==> config.mk <==
export PLATFORM = sky130hd
export DESIGN_NAME = ckvt_upd
export DESIGN_NICKNAME = d
export VERILOG_FILES = /design/src/rtl/core/coordinate_keyed_visit_table_assert.svh /design/src/rtl/core/ckvt_pkg.sv /design/src/rtl/core/ckvt_upd.sv
export SDC_FILE = /design/constraint.sdc
export NUM_CORES = 1
export LEC_CHECK = 0
export ABC_AREA = 1
export BUFFER_PORTS_ARGS = -buffer_cell sky130_fd_sc_hd__buf_2
export CORE_AREA = 2 2 102 104
export DETAILED_ROUTE_END_ITERATION = 12
export DIE_AREA = 0 0 104 106
export GPL_TIMING_DRIVEN = 0
export PLACE_DENSITY_LB_ADDON = 0.1
export SLEW_MARGIN = 20
export SYNTH_ARGS = -nofsm -noshare
export SYNTH_HDL_FRONTEND = slang
export SYNTH_SLANG_ARGS = --single-unit
==> constraint.sdc <==
create_clock -name vclk -period 3.29
set_input_delay 0.658 -clock vclk [all_inputs]
set_output_delay 0.658 -clock vclk [all_outputs]
set_load 0.02 [all_outputs]
==> src/rtl/core/coordinate_keyed_visit_table_assert.svh <==
// ----------------------------------------------------------------------------
// coordinate_keyed_visit_table_assert.svh
// Assertion macros for the visit table. Define ASSERT_OFF to drop them.
// ----------------------------------------------------------------------------
`ifndef COORDINATE_KEYED_VISIT_TABLE_ASSERT_SVH
`define COORDINATE_KEYED_VISIT_TABLE_ASSERT_SVH

`ifndef ASSERT_OFF

// cond must never hold while out of reset
`define CKVT_ASSERT_NEVER(label, clk, rst, cond, msg) \
  label: assert property (@(posedge clk) disable iff (rst) !(cond)) \
    else $error(msg);

// ante implies cons in the same cycle
`define CKVT_ASSERT_IMP(label, clk, rst, ante, cons, msg) \
  label: assert property (@(posedge clk) disable iff (rst) (ante) |-> (cons)) \
    else $error(msg);

// ante implies cons in the next cycle
`define CKVT_ASSERT_NEXT(label, clk, rst, ante, cons, msg) \
  label: assert property (@(posedge clk) disable iff (rst) (ante) |=> (cons)) \
    else $error(msg);

`else

`define CKVT_ASSERT_NEVER(label, clk, rst, cond, msg)
`define CKVT_ASSERT_IMP(label, clk, rst, ante, cons, msg)
`define CKVT_ASSERT_NEXT(label, clk, rst, ante, cons, msg)

`endif

`endif

==> src/rtl/core/ckvt_pkg.sv <==
// ----------------------------------------------------------------------------
// ckvt_pkg
// Shared types, command and status codes of the visit table.
// ----------------------------------------------------------------------------
package ckvt_pkg;

  localparam int TABLE_DEPTH_DEF = 128;

  localparam logic [2:0] CMD_MERGE  = 3'd0;
  localparam logic [2:0] CMD_UPDATE = 3'd1;
  localparam logic [2:0] CMD_LOOKUP = 3'd2;
  localparam logic [2:0] CMD_POP    = 3'd3;
  localparam logic [2:0] CMD_PEEK   = 3'd4;
  localparam logic [2:0] CMD_BUMP   = 3'd5;
  localparam logic [2:0] CMD_CLEAR  = 3'd6;

  localparam logic [2:0] ST_DONE  = 3'd0;
  localparam logic [2:0] ST_NEW   = 3'd1;
  localparam logic [2:0] ST_MISS  = 3'd2;
  localparam logic [2:0] ST_FULL  = 3'd3;
  localparam logic [2:0] ST_EMPTY = 3'd4;

  // one accepted item
  typedef struct packed {
    logic [2:0]       cmd;
    logic [7:0]       key_x;
    logic [7:0]       key_y;
    logic [1:0]       heading;
    logic [31:0]      codes;
    logic [3:0][7:0]  counts;
  } item_t;

  // one stored record
  typedef struct packed {
    logic [7:0]       key_y;
    logic [7:0]       key_x;
    logic [7:0]       visits;
    logic [1:0]       heading;
    logic [31:0]      codes;
    logic [3:0][7:0]  counts;
  } rec_t;

  localparam int REC_W = $bits(rec_t);

endpackage

==> src/rtl/core/ckvt_upd.sv <==
// ----------------------------------------------------------------------------
// ckvt_upd
// Record update unit: byte-lane adders and field selection for write-back.
// ----------------------------------------------------------------------------
module ckvt_upd (
  input  ckvt_pkg::item_t item,
  input  ckvt_pkg::rec_t  old_rec,
  input  logic            append,
  output ckvt_pkg::rec_t  new_rec
);
  import ckvt_pkg::*;

  logic [3:0][7:0] addend;
  logic [3:0][7:0] lane_sum;

  // shared per-lane adder: merge adds the item counts, bump adds one to the heading's lane
  always_comb begin
    for (int j = 0; j < 4; j++) begin
      if (item.cmd == CMD_BUMP) begin
        addend[j] = (item.heading == 2'(j)) ? 8'd1 : 8'd0;
      end else begin
        addend[j] = item.counts[j];
      end
      lane_sum[j] = old_rec.counts[j] + addend[j];
    end
  end

  always_comb begin
    new_rec = old_rec;
    if (append) begin
      new_rec.key_x   = item.key_x;
      new_rec.key_y   = item.key_y;
      new_rec.visits  = 8'd1;
      new_rec.heading = item.heading;
      new_rec.codes   = item.codes;
      new_rec.counts  = item.counts;
    end else begin
      unique case (item.cmd)
        CMD_MERGE: begin
          new_rec.visits  = old_rec.visits + 8'd1;
          new_rec.heading = item.heading;
          new_rec.codes   = item.codes;
          new_rec.counts  = lane_sum;
        end
        CMD_UPDATE: begin
          new_rec.heading = item.heading;
          new_rec.codes   = item.codes;
          new_rec.counts  = item.counts;
        end
        CMD_BUMP: begin
          new_rec.counts = lane_sum;
        end
        default: begin
          new_rec = old_rec;
        end
      endcase
    end
  end

endmodule

# After elaboration in Yosys (flattened, before gate mapping)
# Cells that the tools add are included.
# word_totals
out_inout_bits	90
reg_bits	0
word_cells	26
# op_classes
n_eq_ne	5
reduce_logical	4
n_mux	12
n_addsub	5
# op_table
operator	n
90-bit 2-to-1 mux	1
32-bit case mux with 2 select lines	1
8-bit 2-to-1 mux	5
34-bit 2-to-1 mux	1
8-bit adder	4
8-bit by 1-bit adder with 8-bit output, second input constant	1
2-bit equality test, second input constant	2
1-bit 2-to-1 mux	4
2-bit OR reduction	2
3-bit by 1-bit equality test with 1-bit output, second input constant	1
3-bit equality test, second input constant	1
3-bit logical NOT	1
2-bit by 1-bit equality test with 1-bit output, second input constant	1
2-bit logical NOT	1

# Logic depth before layout (Yosys ltp)
# logic_depth
ltp_word	6
ltp_mapped	16

# Least setup slack after synthesis
# No wires, ideal clock.
# synth_timing
kind	input to output
from	in item[83] (netlist bit)
to	out new_rec[14] (netlist bit)
cell_stages	13
t_arrival_ns	2.609
n_path_buf	2
slack_ns	0.023
cell_sequence	inv_2 -> nand3_2 -> buf_6 -> buf_6 -> inv_1 -> o21ai_0 -> ha_1 -> fa_1 -> nand4_1 -> nand3_1 -> nand2_1 -> nand3_1 -> a21oi_1
# synth_rtl
item	line	rtl
start, declared	ckvt_upd.sv:6	input ckvt_pkg::item_t item,
end, declared	ckvt_upd.sv:9	output ckvt_pkg::rec_t new_rec

==> metrics <==
HPWL Detailed 13200 um; worst path arrival time 2.52 ns; Critical Path End Type output pin; Avg Vias per Cell 4.78; Post-route DRC 0; Synth Instances about 650; Core ar. ~10000 um2; hold_ws 1.62 ns; min-delay src old_rec[80]; Layout Nets 1129; worst slack, placed -0.411 ns; Leakage about 3.2 nW; CP Max Fanout 8; first-pass GRT wire length 23300 um; Hold Path Depth 4; Mapped Area between 3000 and 4000 um2; leading area contributor after synthesis nand2_1; Routed WL per cell 14.9 um; via count 5058; final setup fails 0; final antenna-violating net count 0; final WL 15800 um; placed inst area between 4000 and 5000 um2; Worst Hold End new_rec[80]; unique cell type count in the Yosys netlist 27; worst path required time 2.63 ns; TritonRoute pass-1 iters 5; startpoint types primary input; gr ovfl total 0; final total power 0.920 mW; Hold Vio Cnt, Final 0; Final Util between 50 and 60%; Worst-Margin Slew 0.703 ns; mean area per synthesized cell ~5.3 um2; Die Ht 106 um; share of cells above drive strength 1 a little over two fifths; status complete, no violations; Port-buffer cells 265; syn nets 860; die area approximately 11000 um2; Synth top area share a little under a third; Placed Instances 1052; initial antenna violation count 4; min setup slack post-route 0.110 ns; final cycle utilization of the critical path 96.6%; seq_cells 0; Finished Layout Cells 1058; 1st-iter DRT viols roughly 230; Relative slew margins 53.1%; Synth warnings 0; fin. max-slew vios 0; I/O pins 266; Peak supply drop around 0.086 mV; final worst path period need 3.18 ns; via count of the first global-routing pass 4638; finished layout cell area 5170 um2; # Max-Cap Violations 0; WS Path Type primary input to output pin; Clock buffer cells 0; maximum number of pins on one net before global-route repair 11; Seq/Total Area, Yosys 0%; Hold/Removal Path Class primary input to output pin; fillcell total 1163; Area growth, synth to finish 50.7%; DIE WIDTH 104 um; gpl congestion about 0.89; gr usage total between 20% and 30%; ranking of synthesized cells by area nand2_1 32%, ha_1 11%, mux2_2 11%; total negative slack 0 ns; Reg area 0 um2; PD cells 178 nW/um2; FP Rows 37; Initial Utilization 34.3%; fmax 315 MHz
## metal layers
metal | share of wire, % | vias to the layer above | GRT usage [%]
li1 | - | 2626 | -
met1 | 43 | 2224 | 34.0
met2 | 46 | 188 | 45.5
met3 | 8.9 | 20 | 5.40
met4 | 1.8 | 0 | 5.41
met5 | 0 | - | 0
## worst max-delay path, stage by stage
cell and delay [ns]:
buf_6 0.10, inv_6 0.07, nand3_4 0.17, buf_4 0.21, nand2_1 0.05, inv_1 0.04, ha_2 0.37, nand3_1 0.12
nand3_2 0.12, nand2_1 0.08, nand3b_1 0.08, nand3_1 0.07, a21oi_1 0.19, buf_4 0.17
## Yosys cell counts (all sizes together)
cell type  number
nand4           8
a21oi          47
ha             29
nand2         291
nand3b          5
mux2           32
or2             5
fa              4
clkbuf          5
o21ai          34
nand3          58
buf            21
nor2           27
o21a            1
inv            81
nor3            3
## report_power, final
| part | total, mW | switching (mW) | internal [mW] |
|---|---|---|---|
| clock | 0.000000164 | 0 | 0.000000164 |
| sequential | 0 | 0 | 0 |
| combinational | 0.920 | 0.545 | 0.374 |
## final cells by class
cell class	count	area [um2]	area share, %
well taps	136	170	3.29
diodes	4	10.0	0.194
inverters	81	314	6.08
multi-input cells	544	3100	60.0
plain buffers	24	163	3.15
repair buffers	269	1410	27.3
## worst max path at each step
stage                   from          end  depth (start not counted)
floorplan           item[83]  new_rec[14]                         13
global placement    item[83]  new_rec[20]                         17
detailed placement  item[83]  new_rec[20]                         17
CTS                 item[83]   new_rec[7]                         16
global route        item[82]   new_rec[4]                         14
finish              item[83]   new_rec[5]                         14
## cells by family after synthesis
group / count (synthesis) / synth area share, %
simple gates: 397 / 49.1
buf+inv: 107 / 14.0
compound gates: 82 / 13.5
fa+ha+maj: 33 / 12.9
mux: 32 / 10.5
## cell usage in the layout, fill, tap and decap left out, types with 6 or more instances in the layout
cell,synthesis,final
a21oi_1,34,26
o21ai_0,34,29
nor2_1,24,24
buf_4,5,19
buf_2,11,260
ha_2,0,6
nand2_2,1,6
a21oi_2,13,21
nand4_1,8,8
ha_1,29,21
buf_6,4,8
mux2_2,32,32
nand2_1,288,283
inv_1,79,78
nand3_2,1,9
nand3_1,56,47
## what timing repair did
item / in CTS / in global routing
endpoints found under the setup margin: 27 / 23
resized for setup: 18 / 53
hold buffers: 0 / 0
pin swaps: 2 / 11
buffers inserted: 3 / 1
(Power assumes the default switching activity.)
