$ cat src/rtl/core/coordinate_keyed_visit_table_assert.svh
// ----------------------------------------------------------------------------
// coordinate_keyed_visit_table_assert.svh
// Assertion macros for the visit table. Define ASSERT_OFF to drop them.
// ----------------------------------------------------------------------------
`ifndef COORDINATE_KEYED_VISIT_TABLE_ASSERT_SVH
`define COORDINATE_KEYED_VISIT_TABLE_ASSERT_SVH

`ifndef ASSERT_OFF

// cond must never hold while out of reset
`define CKVT_ASSERT_NEVER(label, clk, rst, cond, msg) \
  label: assert property (@(posedge clk) disable iff (rst) !(cond)) \
    else $error(msg);

// ante implies cons in the same cycle
`define CKVT_ASSERT_IMP(label, clk, rst, ante, cons, msg) \
  label: assert property (@(posedge clk) disable iff (rst) (ante) |-> (cons)) \
    else $error(msg);

// ante implies cons in the next cycle
`define CKVT_ASSERT_NEXT(label, clk, rst, ante, cons, msg) \
  label: assert property (@(posedge clk) disable iff (rst) (ante) |=> (cons)) \
    else $error(msg);

`else

`define CKVT_ASSERT_NEVER(label, clk, rst, cond, msg)
`define CKVT_ASSERT_IMP(label, clk, rst, ante, cons, msg)
`define CKVT_ASSERT_NEXT(label, clk, rst, ante, cons, msg)

`endif

`endif

$ cat src/rtl/core/ckvt_ram.sv
// ----------------------------------------------------------------------------
// ckvt_ram
// Generic single-port-write, single-port-read RAM with registered read.
// ----------------------------------------------------------------------------
module ckvt_ram #(
  parameter int WIDTH = 8,
  parameter int DEPTH = 16,
  localparam int AW = (DEPTH > 1) ? $clog2(DEPTH) : 1
) (
  input  logic             clk,
  input  logic             we,
  input  logic [AW-1:0]    waddr,
  input  logic [WIDTH-1:0] wdata,
  input  logic [AW-1:0]    raddr,
  output logic [WIDTH-1:0] rdata
);

  logic [WIDTH-1:0] mem [DEPTH];

  always_ff @(posedge clk) begin
    if (we) begin
      mem[waddr] <= wdata;
    end
    rdata <= mem[raddr];
  end

endmodule

$ cat config.mk
export PLATFORM = sky130hd
export DESIGN_NAME = ckvt_ram
export DESIGN_NICKNAME = d
export VERILOG_FILES = /design/src/rtl/core/coordinate_keyed_visit_table_assert.svh /design/src/rtl/core/ckvt_ram.sv
export SDC_FILE = /design/constraint.sdc
export NUM_CORES = 1
export LEC_CHECK = 0
export BUFFER_PORTS_ARGS = -buffer_cell sky130_fd_sc_hd__buf_2
export CAP_MARGIN = 20
export CORE_MARGIN = 2
export CORE_UTILIZATION = 60
export CTS_CLUSTER_SIZE = 8
export DETAILED_ROUTE_END_ITERATION = 10
export PLACE_DENSITY_LB_ADDON = 0.08
export SYNTH_ARGS = -nofsm -noshare
export SYNTH_HDL_FRONTEND = slang
export SYNTH_SLANG_ARGS = --single-unit
$ cat constraint.sdc
create_clock -name clk -period 2.5 [get_ports clk]
set_input_delay 0.375 -clock clk [delete_from_list [all_inputs] [get_ports clk]]
set_output_delay 0.375 -clock clk [all_outputs]
set_load 0.005 [all_outputs]
* Word-level counts from Yosys, hierarchy flattened
Memory sizes are Yosys's and may differ from the RTL's. A register that Yosys moved wholly into a read port is not among the register bits.
Index checks and enable logic that the tools add are counted.
** Word-level totals
- Word-level logic and storage cells :: 3
- Flip-flop bits (word level) :: 0
- Output and inout bits :: 8
- Memories kept :: 1
- Memory bits (writable) :: 128
** Cells by class
- Muxes and demuxes :: 2
** Memories
- mem :: words 16, bits a word 8, rd ports 1, clocked after memory_dff 1, write ports 1, line ckvt_ram.sv:18 : logic [WIDTH-1:0] mem [DEPTH];
** Operators with widths (number)
- $mux 1 :: 2

* Longest topological paths before layout
Gate-level depths: netlist of run 1.
- Depth in word-level cells :: 2
- Depth in mapped cells :: 5
- Mapped depth without buffers :: 3

* Least setup slack after synthesis of run 1
Ideal clock, no wire load.
- Kind :: input-to-reg
- From :: in waddr[2]
- To :: mem mem[0][0], enable pin
- Setup time :: 0.383 ns
- Arrival time :: 1.485 ns
- Cell stages on the path :: 2
- Setup slack :: 0.632 ns
- Cell sequence :: or3b_2 -> nor3_1
** RTL lines
- start, declared :: line ckvt_ram.sv:12 : input logic [AW-1:0] waddr,
- end, declared :: line ckvt_ram.sv:18
No word-level cell before the write port.

==> impl_results.rst, run 1 <==
.. list-table::
   :header-rows: 1

   * - Metric
     - Value
   * - Maximum number of pins on one net before global-route repair
     - 33
   * - Final estimated routing congestion in global placement
     - 0.702
   * - Final count of negative-setup-slack endpoints
     - 0
   * - Core Area
     - 8260 µm²
   * - Count of vias placed by the detailed router
     - 2440
   * - Most area-hungry cell type in the Yosys netlist
     - edfxtp_1
   * - Period minus WS final
     - 1.42 ns
   * - Skew-Pair Late Insertion Delay
     - 0.51 ns
   * - Port bufs
     - 25
   * - Vias in the first global route
     - 2577
   * - Type of the worst setup path
     - reg2reg
   * - Die outline area
     - 9340 µm²
   * - Worst Hold Path Cells
     - 1
   * - Most common cell after layout, fill and taps aside
     - edfxtp_1
   * - TritonCTS clock tree
     - yes
   * - Net count of the mapped netlist
     - 247
   * - Initial cell density of the core
     - 0.623
   * - Antenna violations before repair
     - 0
   * - Number of buffers created by CTS
     - 17
   * - I/O Pins
     - 26
   * - Post-CTS setup buffers
     - 0
   * - Final routed DRC violation total
     - 0
   * - Fmax achieved
     - 706 MHz
   * - Origin of the critical flop-to-flop path
     - mem[8][4]
   * - Pins Over Slew Limit
     - 0
   * - YS warnings
     - 0
   * - Worst max-slew margin expressed relative to the limit
     - 0.519
   * - Maximum Capacitance Violations
     - 0
   * - Number of rows in the core area
     - 33
   * - Synth cell types
     - 19
   * - Initial detailed-routing violation count
     - 197
   * - 1st-pass router iterations
     - 4
   * - Main area contributors after synthesis
     - edfxtp_1, mux4_2, mux4_1
   * - Post-CTS Hold Buffers
     - 0
   * - Peak VDD IR
     - 0.000678 V
   * - Synthesized area per cell
     - 22.5 µm²
   * - Final hold violations
     - 0
   * - Setup Total Neg Slack
     - 0 ns
   * - Ratio of cells with drive above 1 in the final layout
     - 0.315
   * - GRT Resource Usage Total
     - 0.225
   * - Pwr dens
     - 890 nW/µm²
   * - Crit. End Element
     - flip-flop
   * - Worst clock skew on the final layout
     - 0.00657 ns
   * - Worst hold path type
     - in2reg
   * - Number of gates given a new drive strength after cts
     - 0
   * - Min-Delay Startpoint
     - wdata[5]
   * - Die outline height
     - 96.6 µm
   * - Clock-pin transition on the worst setup and hold timing paths
     - 0.06 ns
   * - Setup slack on the worst flop-to-flop path
     - 1.08 ns
   * - Via/cell ratio
     - 6.10
   * - Cell area after technology mapping
     - 5150 µm²
   * - CTS root buffer
     - clkbuf_8
   * - Global-route congestion overflow total
     - 0
   * - Nets
     - 300
   * - Reg-to-Reg End
     - rdata[4]
   * - Drt wl/cell
     - 24.4 µm
   * - CP top delay family
     - multiplexers
   * - Slowest cell on the critical path
     - mux4_1
   * - Ordered cell list for the critical path
     - mux4_1 > a22oi_1 > nand2_1
   * - Final setup margin
     - 1.08 ns
   * - Period utilization
     - 0.566
   * - Number of register bits inferred by synthesis
     - 136
   * - Data arrival time of the worst path
     - 1.79 ns
   * - Sequential cell area fraction in the yosys report
     - 0.778
   * - Crit path buf inv count
     - 0
   * - Worst-case clock buffer depth
     - 2
   * - Hold Path Sink
     - mem[14][5]
   * - Number of cells traversed by the worst register-to-register path
     - 3
   * - Required arrival time at the worst endpoint
     - 2.87 ns
   * - Width of the chip
     - 96.6 µm
   * - Share of the synthesized area in the top cell type
     - 0.747
   * - Global-route wire length before repair
     - 15100 µm
   * - Result of the run
     - complete, no violations
   * - Leakage power
     - 2.11 nW
   * - Number of antenna repair diodes
     - 0
   * - Maximum cell stage delay along the critical path
     - 0.51 ns
   * - Top fanout value on the critical path
     - 1
   * - End-of-flow core utilization
     - 0.742
   * - Pin slew with the least headroom to its limit
     - 0.720 ns
   * - Htree depth
     - 4
   * - Number of standard cells after synthesis
     - 229
   * - Half-perimeter wire length of the detailed placement result
     - 5990 µm
   * - Kind of start point of the critical path
     - flip-flop
   * - Post-route ant nets
     - 0
   * - Number of sinks driven by the clock tree
     - 136
   * - RSZ-0062 raised after global routing
     - false
   * - Post-Place Worst Slack
     - 0.606 ns
   * - Number of fill cells
     - 471
   * - Drt total wl
     - 9780 µm
   * - Area growth from synthesis to layout
     - 19.1%
   * - Most frequent cells in the layout
     - edfxtp_1, buf_2, mux4_2, buf_4
[final cells by class]
type | count | area, µm² | area share
Clock buffer | 20 | 445 | 0.0727
Clock inverter | 12 | 199 | 0.0325
Sequential cell | 136 | 4000 | 0.653
Tap cell | 105 | 131 | 0.0214
Timing Repair Buffer | 44 | 293 | 0.0478
Multi-Input combinational cell | 83 | 1060 | 0.172
[cell usage after synthesis (all sizes together)]
cell type,number
buf,7
and2b,1
mux4,32
nor2,13
a22oi,16
nand3,1
and2,1
or3b,1
nand3b,2
edfxtp,128
nand2,9
clkdlybuf4s25,3
nand2b,2
nor3,4
dfxtp,8
nor2b,1
[worst max-delay path by stage]
stage                          from         to  slack, ns  depth (start not counted)
after floorplan            waddr[2]  mem[0][0]       0.63                          2
after global placement     raddr[0]   rdata[2]       0.62                          5
after detailed placement   raddr[0]   rdata[2]       0.61                          5
after CTS                 mem[9][4]   rdata[4]       1.06                          3
after global routing      mem[9][4]   rdata[4]       0.99                          3
final                     mem[8][4]   rdata[4]       1.08                          3
[metrics by stage]
stage	cell area, µm²	std cells	power, mW	hold slack [ns]
after global routing	6130	400	5.61	0.237
after CTS	6130	400	5.49	0.234
after floorplan	5150	229	2.74	0.474
final	6130	400	5.45	0.247
after detailed placement	5490	368	2.85	0.676
after global placement	5490	368	2.84	0.661
[metal layers]
layer | track usage | part of all wire
met3 | 0.0578 | 0.067
met5 | 0 | 0
met4 | 0.0769 | 0.015
met1 | 0.307 | 0.40
met2 | 0.360 | 0.52
[kinds of logic (layout without fill, tap and decap cells)]
family                 count (synthesis)  count (layout)  share of synthesized area
flip-flops                           136             136                      0.778
AND/OR/NAND/NOR                       35              35                     0.0318
multiplexers                          32              32                      0.150
AO/OA/AOI/OAI                         16              16                     0.0233
buffers and inverters                 10              76                     0.0168
[sequential cells by signal, summed over array words and instances, names as in the netlist]
name,cells
mem,128
rdata,8
[where the power goes]
group | internal [mW] | switching, mW
clock network | 1.77 | 0.883
registers | 2.55 | 0.0166
logic | 0.102 | 0.131
Note: power is estimated with default switching activity, not from simulation.
==> run 2, diff against run 1 <==
--- a/config.mk
+++ b/config.mk
@@ -5,6 +5,7 @@
 export SDC_FILE = /design/constraint.sdc
 export NUM_CORES = 1
 export LEC_CHECK = 0
+export ABC_AREA = 1
 export BUFFER_PORTS_ARGS = -buffer_cell sky130_fd_sc_hd__buf_2
 export CAP_MARGIN = 20
 export CORE_MARGIN = 2
==> constraint.sdc (replaced) <==
create_clock -name clk -period 1.32 [get_ports clk]
set_input_delay 0.198 -clock clk [delete_from_list [all_inputs] [get_ports clk]]
set_output_delay 0.198 -clock clk [all_outputs]
set_load 0.005 [all_outputs]
==> impl_results.rst, run 2 <==
.. list-table::
   :header-rows: 1

   * - Metric
     - Value
   * - Result of the run
     - complete, no violations
   * - Portion of total power attributed to sequential cells
     - 0.487 (+0.016)
   * - Final routed DRC violation total
     - 0 (unchanged)
   * - Most area-hungry cell type in the Yosys netlist
     - edfxtp_1
   * - Area growth from synthesis to layout
     - 16.2%
   * - Sequential cell area fraction in the yosys report
     - 0.694 (-0.0835)
   * - Crit path buf inv count
     - 1 (+1)
   * - Most common cell after layout, fill and taps aside
     - nand2_1
   * - Period minus WS final
     - 1.20 ns
   * - Cell area after technology mapping
     - 5770 µm² (+12%)
   * - 1st-pass router iterations
     - 5 (+1)
   * - Number of sinks driven by the clock tree
     - 136 (unchanged)
   * - Simple-gate share of the synthesized area
     - 0.210 (+0.179)
   * - Sw Ratio
     - 0.217 (+0.0285)
   * - Share of cell area taken by muxes after synthesis
     - 0 (-0.150)
   * - Setup Total Neg Slack
     - 0 ns (unchanged)
   * - Number of register bits inferred by synthesis
     - 136 (unchanged)
   * - Ordered cell list for the critical path
     - buf_2
   * - Crit. End Element
     - output port
   * - Biggest regs
     - mem: 128 flops, rdata: 8 flops
   * - Reg-to-Reg End
     - rdata[0]
   * - GRT Resource Usage Total
     - 0.270 (+0.0450)
   * - Maximum Capacitance Violations
     - 0 (unchanged)
   * - Ratio of cells with drive above 1 in the final layout
     - 0.133 (-0.182)
   * - Wire length on met2
     - 6300 µm (+25%)
   * - Required arrival time at the worst endpoint
     - 1.12 ns (-1.75 ns)
   * - Pins Over Slew Limit
     - 0 (unchanged)
   * - Number of standard cells after synthesis
     - 551 (+140%)
   * - XOR/XNOR Fraction of Synth Area
     - 0 (unchanged)
   * - Placed instance count
     - 706 (+92%)
   * - CTS root buffer
     - clkbuf_8
   * - Post-route cell area
     - 6700 µm² (+9.3%)
   * - Number of antenna repair diodes
     - 0 (unchanged)
   * - Worst setup endpoint
     - rdata[6]
   * - Peak VDD IR
     - 0.000939 V (+39%)
   * - Via/cell ratio
     - 5.28 (-13%)
   * - I/O Pins
     - 26 (unchanged)
   * - Period utilization
     - 0.908
   * - Port bufs
     - 25 (unchanged)
   * - Post-synthesis compound-gate area fraction
     - 0 (-0.0233)
   * - Switching power of the nets
     - 2.17 mW (+110%)
   * - Data arrival time of the worst path
     - 1.00 ns (-0.79 ns)
   * - Type of the worst setup path
     - reg2out
   * - Crit path from
     - rdata[6]
   * - Maximum number of pins on one net before global-route repair
     - 35 (+6.1%)
   * - CP top delay family
     - flip-flops
   * - Kind of start point of the critical path
     - flip-flop
   * - Post-CTS setup buffers
     - 0 (unchanged)
   * - Htree depth
     - 4 (unchanged)
   * - Skew-Pair Late Insertion Delay
     - 0.52 ns (about the same)
   * - Nets
     - 614 (+100%)
   * - Core Area
     - 9280 µm² (+12%)
   * - Drt wl/cell
     - 17.2 µm (-30%)
   * - Worst hold path type
     - in2reg
   * - Final count of negative-setup-slack endpoints
     - 0 (unchanged)
   * - Post-CTS Hold Buffers
     - 0 (unchanged)
   * - Drt total wl
     - 12700 µm (+30%)
   * - Final hold violations
     - 0 (unchanged)
   * - Pwr dens
     - 1490 nW/µm² (+67%)
   * - Width of the chip
     - 102 µm (+5.6%)
   * - Count of vias placed by the detailed router
     - 3895 (+60%)
   * - Worst path depth
     - 1 (-2)
   * - Net count of the mapped netlist
     - 569 (+130%)
   * - Global-route congestion overflow total
     - 0 (unchanged)
   * - Post-synthesis async set-or-reset flop share
     - 0 (unchanged)
   * - Synth cell types
     - 12 (-7)
   * - Clock network power share
     - 0.452 (-0.035)
   * - Global-route wire length before repair
     - 19900 µm (+32%)
   * - Slowest cell on the critical path
     - dfxtp_1
   * - Initial cell density of the core
     - 0.621 (-0.00217)
   * - Library cell with the highest instance count after synthesis
     - nand2_1
   * - Setup slack on the worst flop-to-flop path
     - 0.24 ns (-0.84 ns)
   * - Number of buffers created by CTS
     - 17 (unchanged)
   * - Cell-internal power
     - 7.80 mW (+76%)
   * - Number of fill cells
     - 694 (+47%)
   * - Antenna violations before repair
     - 0 (unchanged)
   * - Post-route met1 wirelength
     - 5210 µm (+32%)
   * - Flip-flop count of the largest register, all copies and words added
     - 128 (unchanged)
   * - Number of rows in the core area
     - 35 (+6.1%)
   * - Worst max-slew margin expressed relative to the limit
     - 0.744 (+0.224)
   * - Number of gates given a new drive strength after cts
     - 0 (unchanged)
   * - RSZ-0062 raised after global routing
     - false
   * - Adder and majority gate portion of the synthesized area
     - 0 (unchanged)
   * - Most frequent cells in the layout
     - nand2_1, edfxtp_1, inv_1, nand3_1, buf_2
   * - Post-route ant nets
     - 0 (unchanged)
   * - DR WL met3
     - 865 µm (+32%)
   * - Worst-case clock buffer depth
     - 2 (unchanged)
   * - Share of the synthesized area in the top cell type
     - 0.667 (-0.0802)
   * - Clock-pin transition on the worst setup and hold timing paths
     - 0.06 ns (about the same)
   * - TritonCTS clock tree
     - yes
   * - Reg with most FFs
     - mem
   * - Share of power burned in combinational logic
     - 0.061 (+0.018)
   * - Leakage power
     - 2.93 nW (+39%)
   * - Worst clock skew on the final layout
     - 0.0132 ns (+0.00666 ns)
   * - Die outline height
     - 102 µm (+5.6%)
   * - End-of-flow core utilization
     - 0.722 (-0.0207)
   * - Main combinational cell family by area after synthesis
     - simple AND/OR/NAND/NOR gates
   * - Number of cells traversed by the worst register-to-register path
     - 6 (+3)
   * - Top fanout value on the critical path
     - 1 (unchanged)
   * - Number of flops mapped to enable cells by yosys
     - 128 (unchanged)
   * - Number of cells in the finished layout apart from fillers
     - 738 (+85%)
   * - Maximum cell stage delay along the critical path
     - 0.36 ns (-0.15 ns)
   * - Most frequent cells after synthesis
     - nand2_1, edfxtp_1, inv_1
   * - Main area contributors after synthesis
     - edfxtp_1, nand2_1, nand3_1
   * - Half-perimeter wire length of the detailed placement result
     - 7640 µm (+27%)
   * - Pin slew with the least headroom to its limit
     - 0.385 ns (-0.335 ns)
   * - Initial detailed-routing violation count
     - 279 (+42%)
   * - YS warnings
     - 0 (unchanged)
   * - Origin of the critical flop-to-flop path
     - mem[5][0]
   * - Die outline area
     - 10400 µm² (+12%)
   * - Vias in the first global route
     - 3668 (+42%)
   * - Topmost layer with routed signal wires
     - met4
   * - Synthesized area per cell
     - 10.5 µm² (-53%)
   * - Fmax achieved
     - 834 MHz
   * - Most instantiated flip-flop cell in the synthesis netlist
     - edfxtp_1
   * - Post-place instance area
     - 6120 µm² (+12%)
   * - Final estimated routing congestion in global placement
     - 0.862 (+23%)
==> run 2: changes by cell type after synthesis, moves of 10 or more <==
cell,before,now
mux4_1,14,0
a22oi_1,16,0
mux4_2,18,0
buf_2,3,13
inv_1,0,100
nand3_1,1,97
nand2_1,9,173
==> run 2: cells by family after synthesis <==
group,count (synthesis)
buffers and inverters,126
flip-flops,136
AND/OR/NAND/NOR,289
==> run 2: metrics by stage <==
step / power (mW) / hold slack [ns] / setup WS [ns]
after detailed placement: 5.55 / 0.565 / -0.0242
final: 9.97 / 0.0357 / 0.122
after CTS: 10.0 / 0.0142 / 0.0994
after floorplan: 5.28 / 0.297 / 0.171
after global routing: 10.3 / 0.0421 / 0.0940
after global placement: 5.53 / 0.557 / 0.0231
==> run 2: how the worst min path moves through the flow <==
stage / from / endpoint / cells past startpoint
floorplan: wdata[0] / mem[0][0] / 0
global placement: raddr[3] / rdata[4] / 3
detailed placement: raddr[3] / rdata[0] / 3
CTS: raddr[3] / rdata[0] / 3
global route: raddr[3] / rdata[0] / 3
finish: raddr[3] / rdata[0] / 3
==> run 2: metal layers <==
metal  GRT usage  vias to the layer above
met5           0                        -
met4       0.112                        0
met3      0.0492                       22
met2       0.442                      174
met1       0.360                     1836
li1            -                     1863
==> run 2: final cells by class <==
class	instances	area [µm²]	area share
well taps	129	161	0.0241
clock inverters	11	125	0.0187
flip-flops and latches	136	4000	0.598
repair buffers	50	363	0.0542
inverters	102	383	0.0572
multi-input cells	289	1210	0.181
clock buffers	21	449	0.0671
==> run 2: power groups by stage <==
stage	sequential, mW	combinational [mW]	clock (mW)
finish	4.86	0.606	4.51
global route	4.86	0.678	4.72
CTS	4.86	0.607	4.55
detailed placement	4.95	0.599	0
global placement	4.94	0.587	0
floorplan	4.94	0.341	0
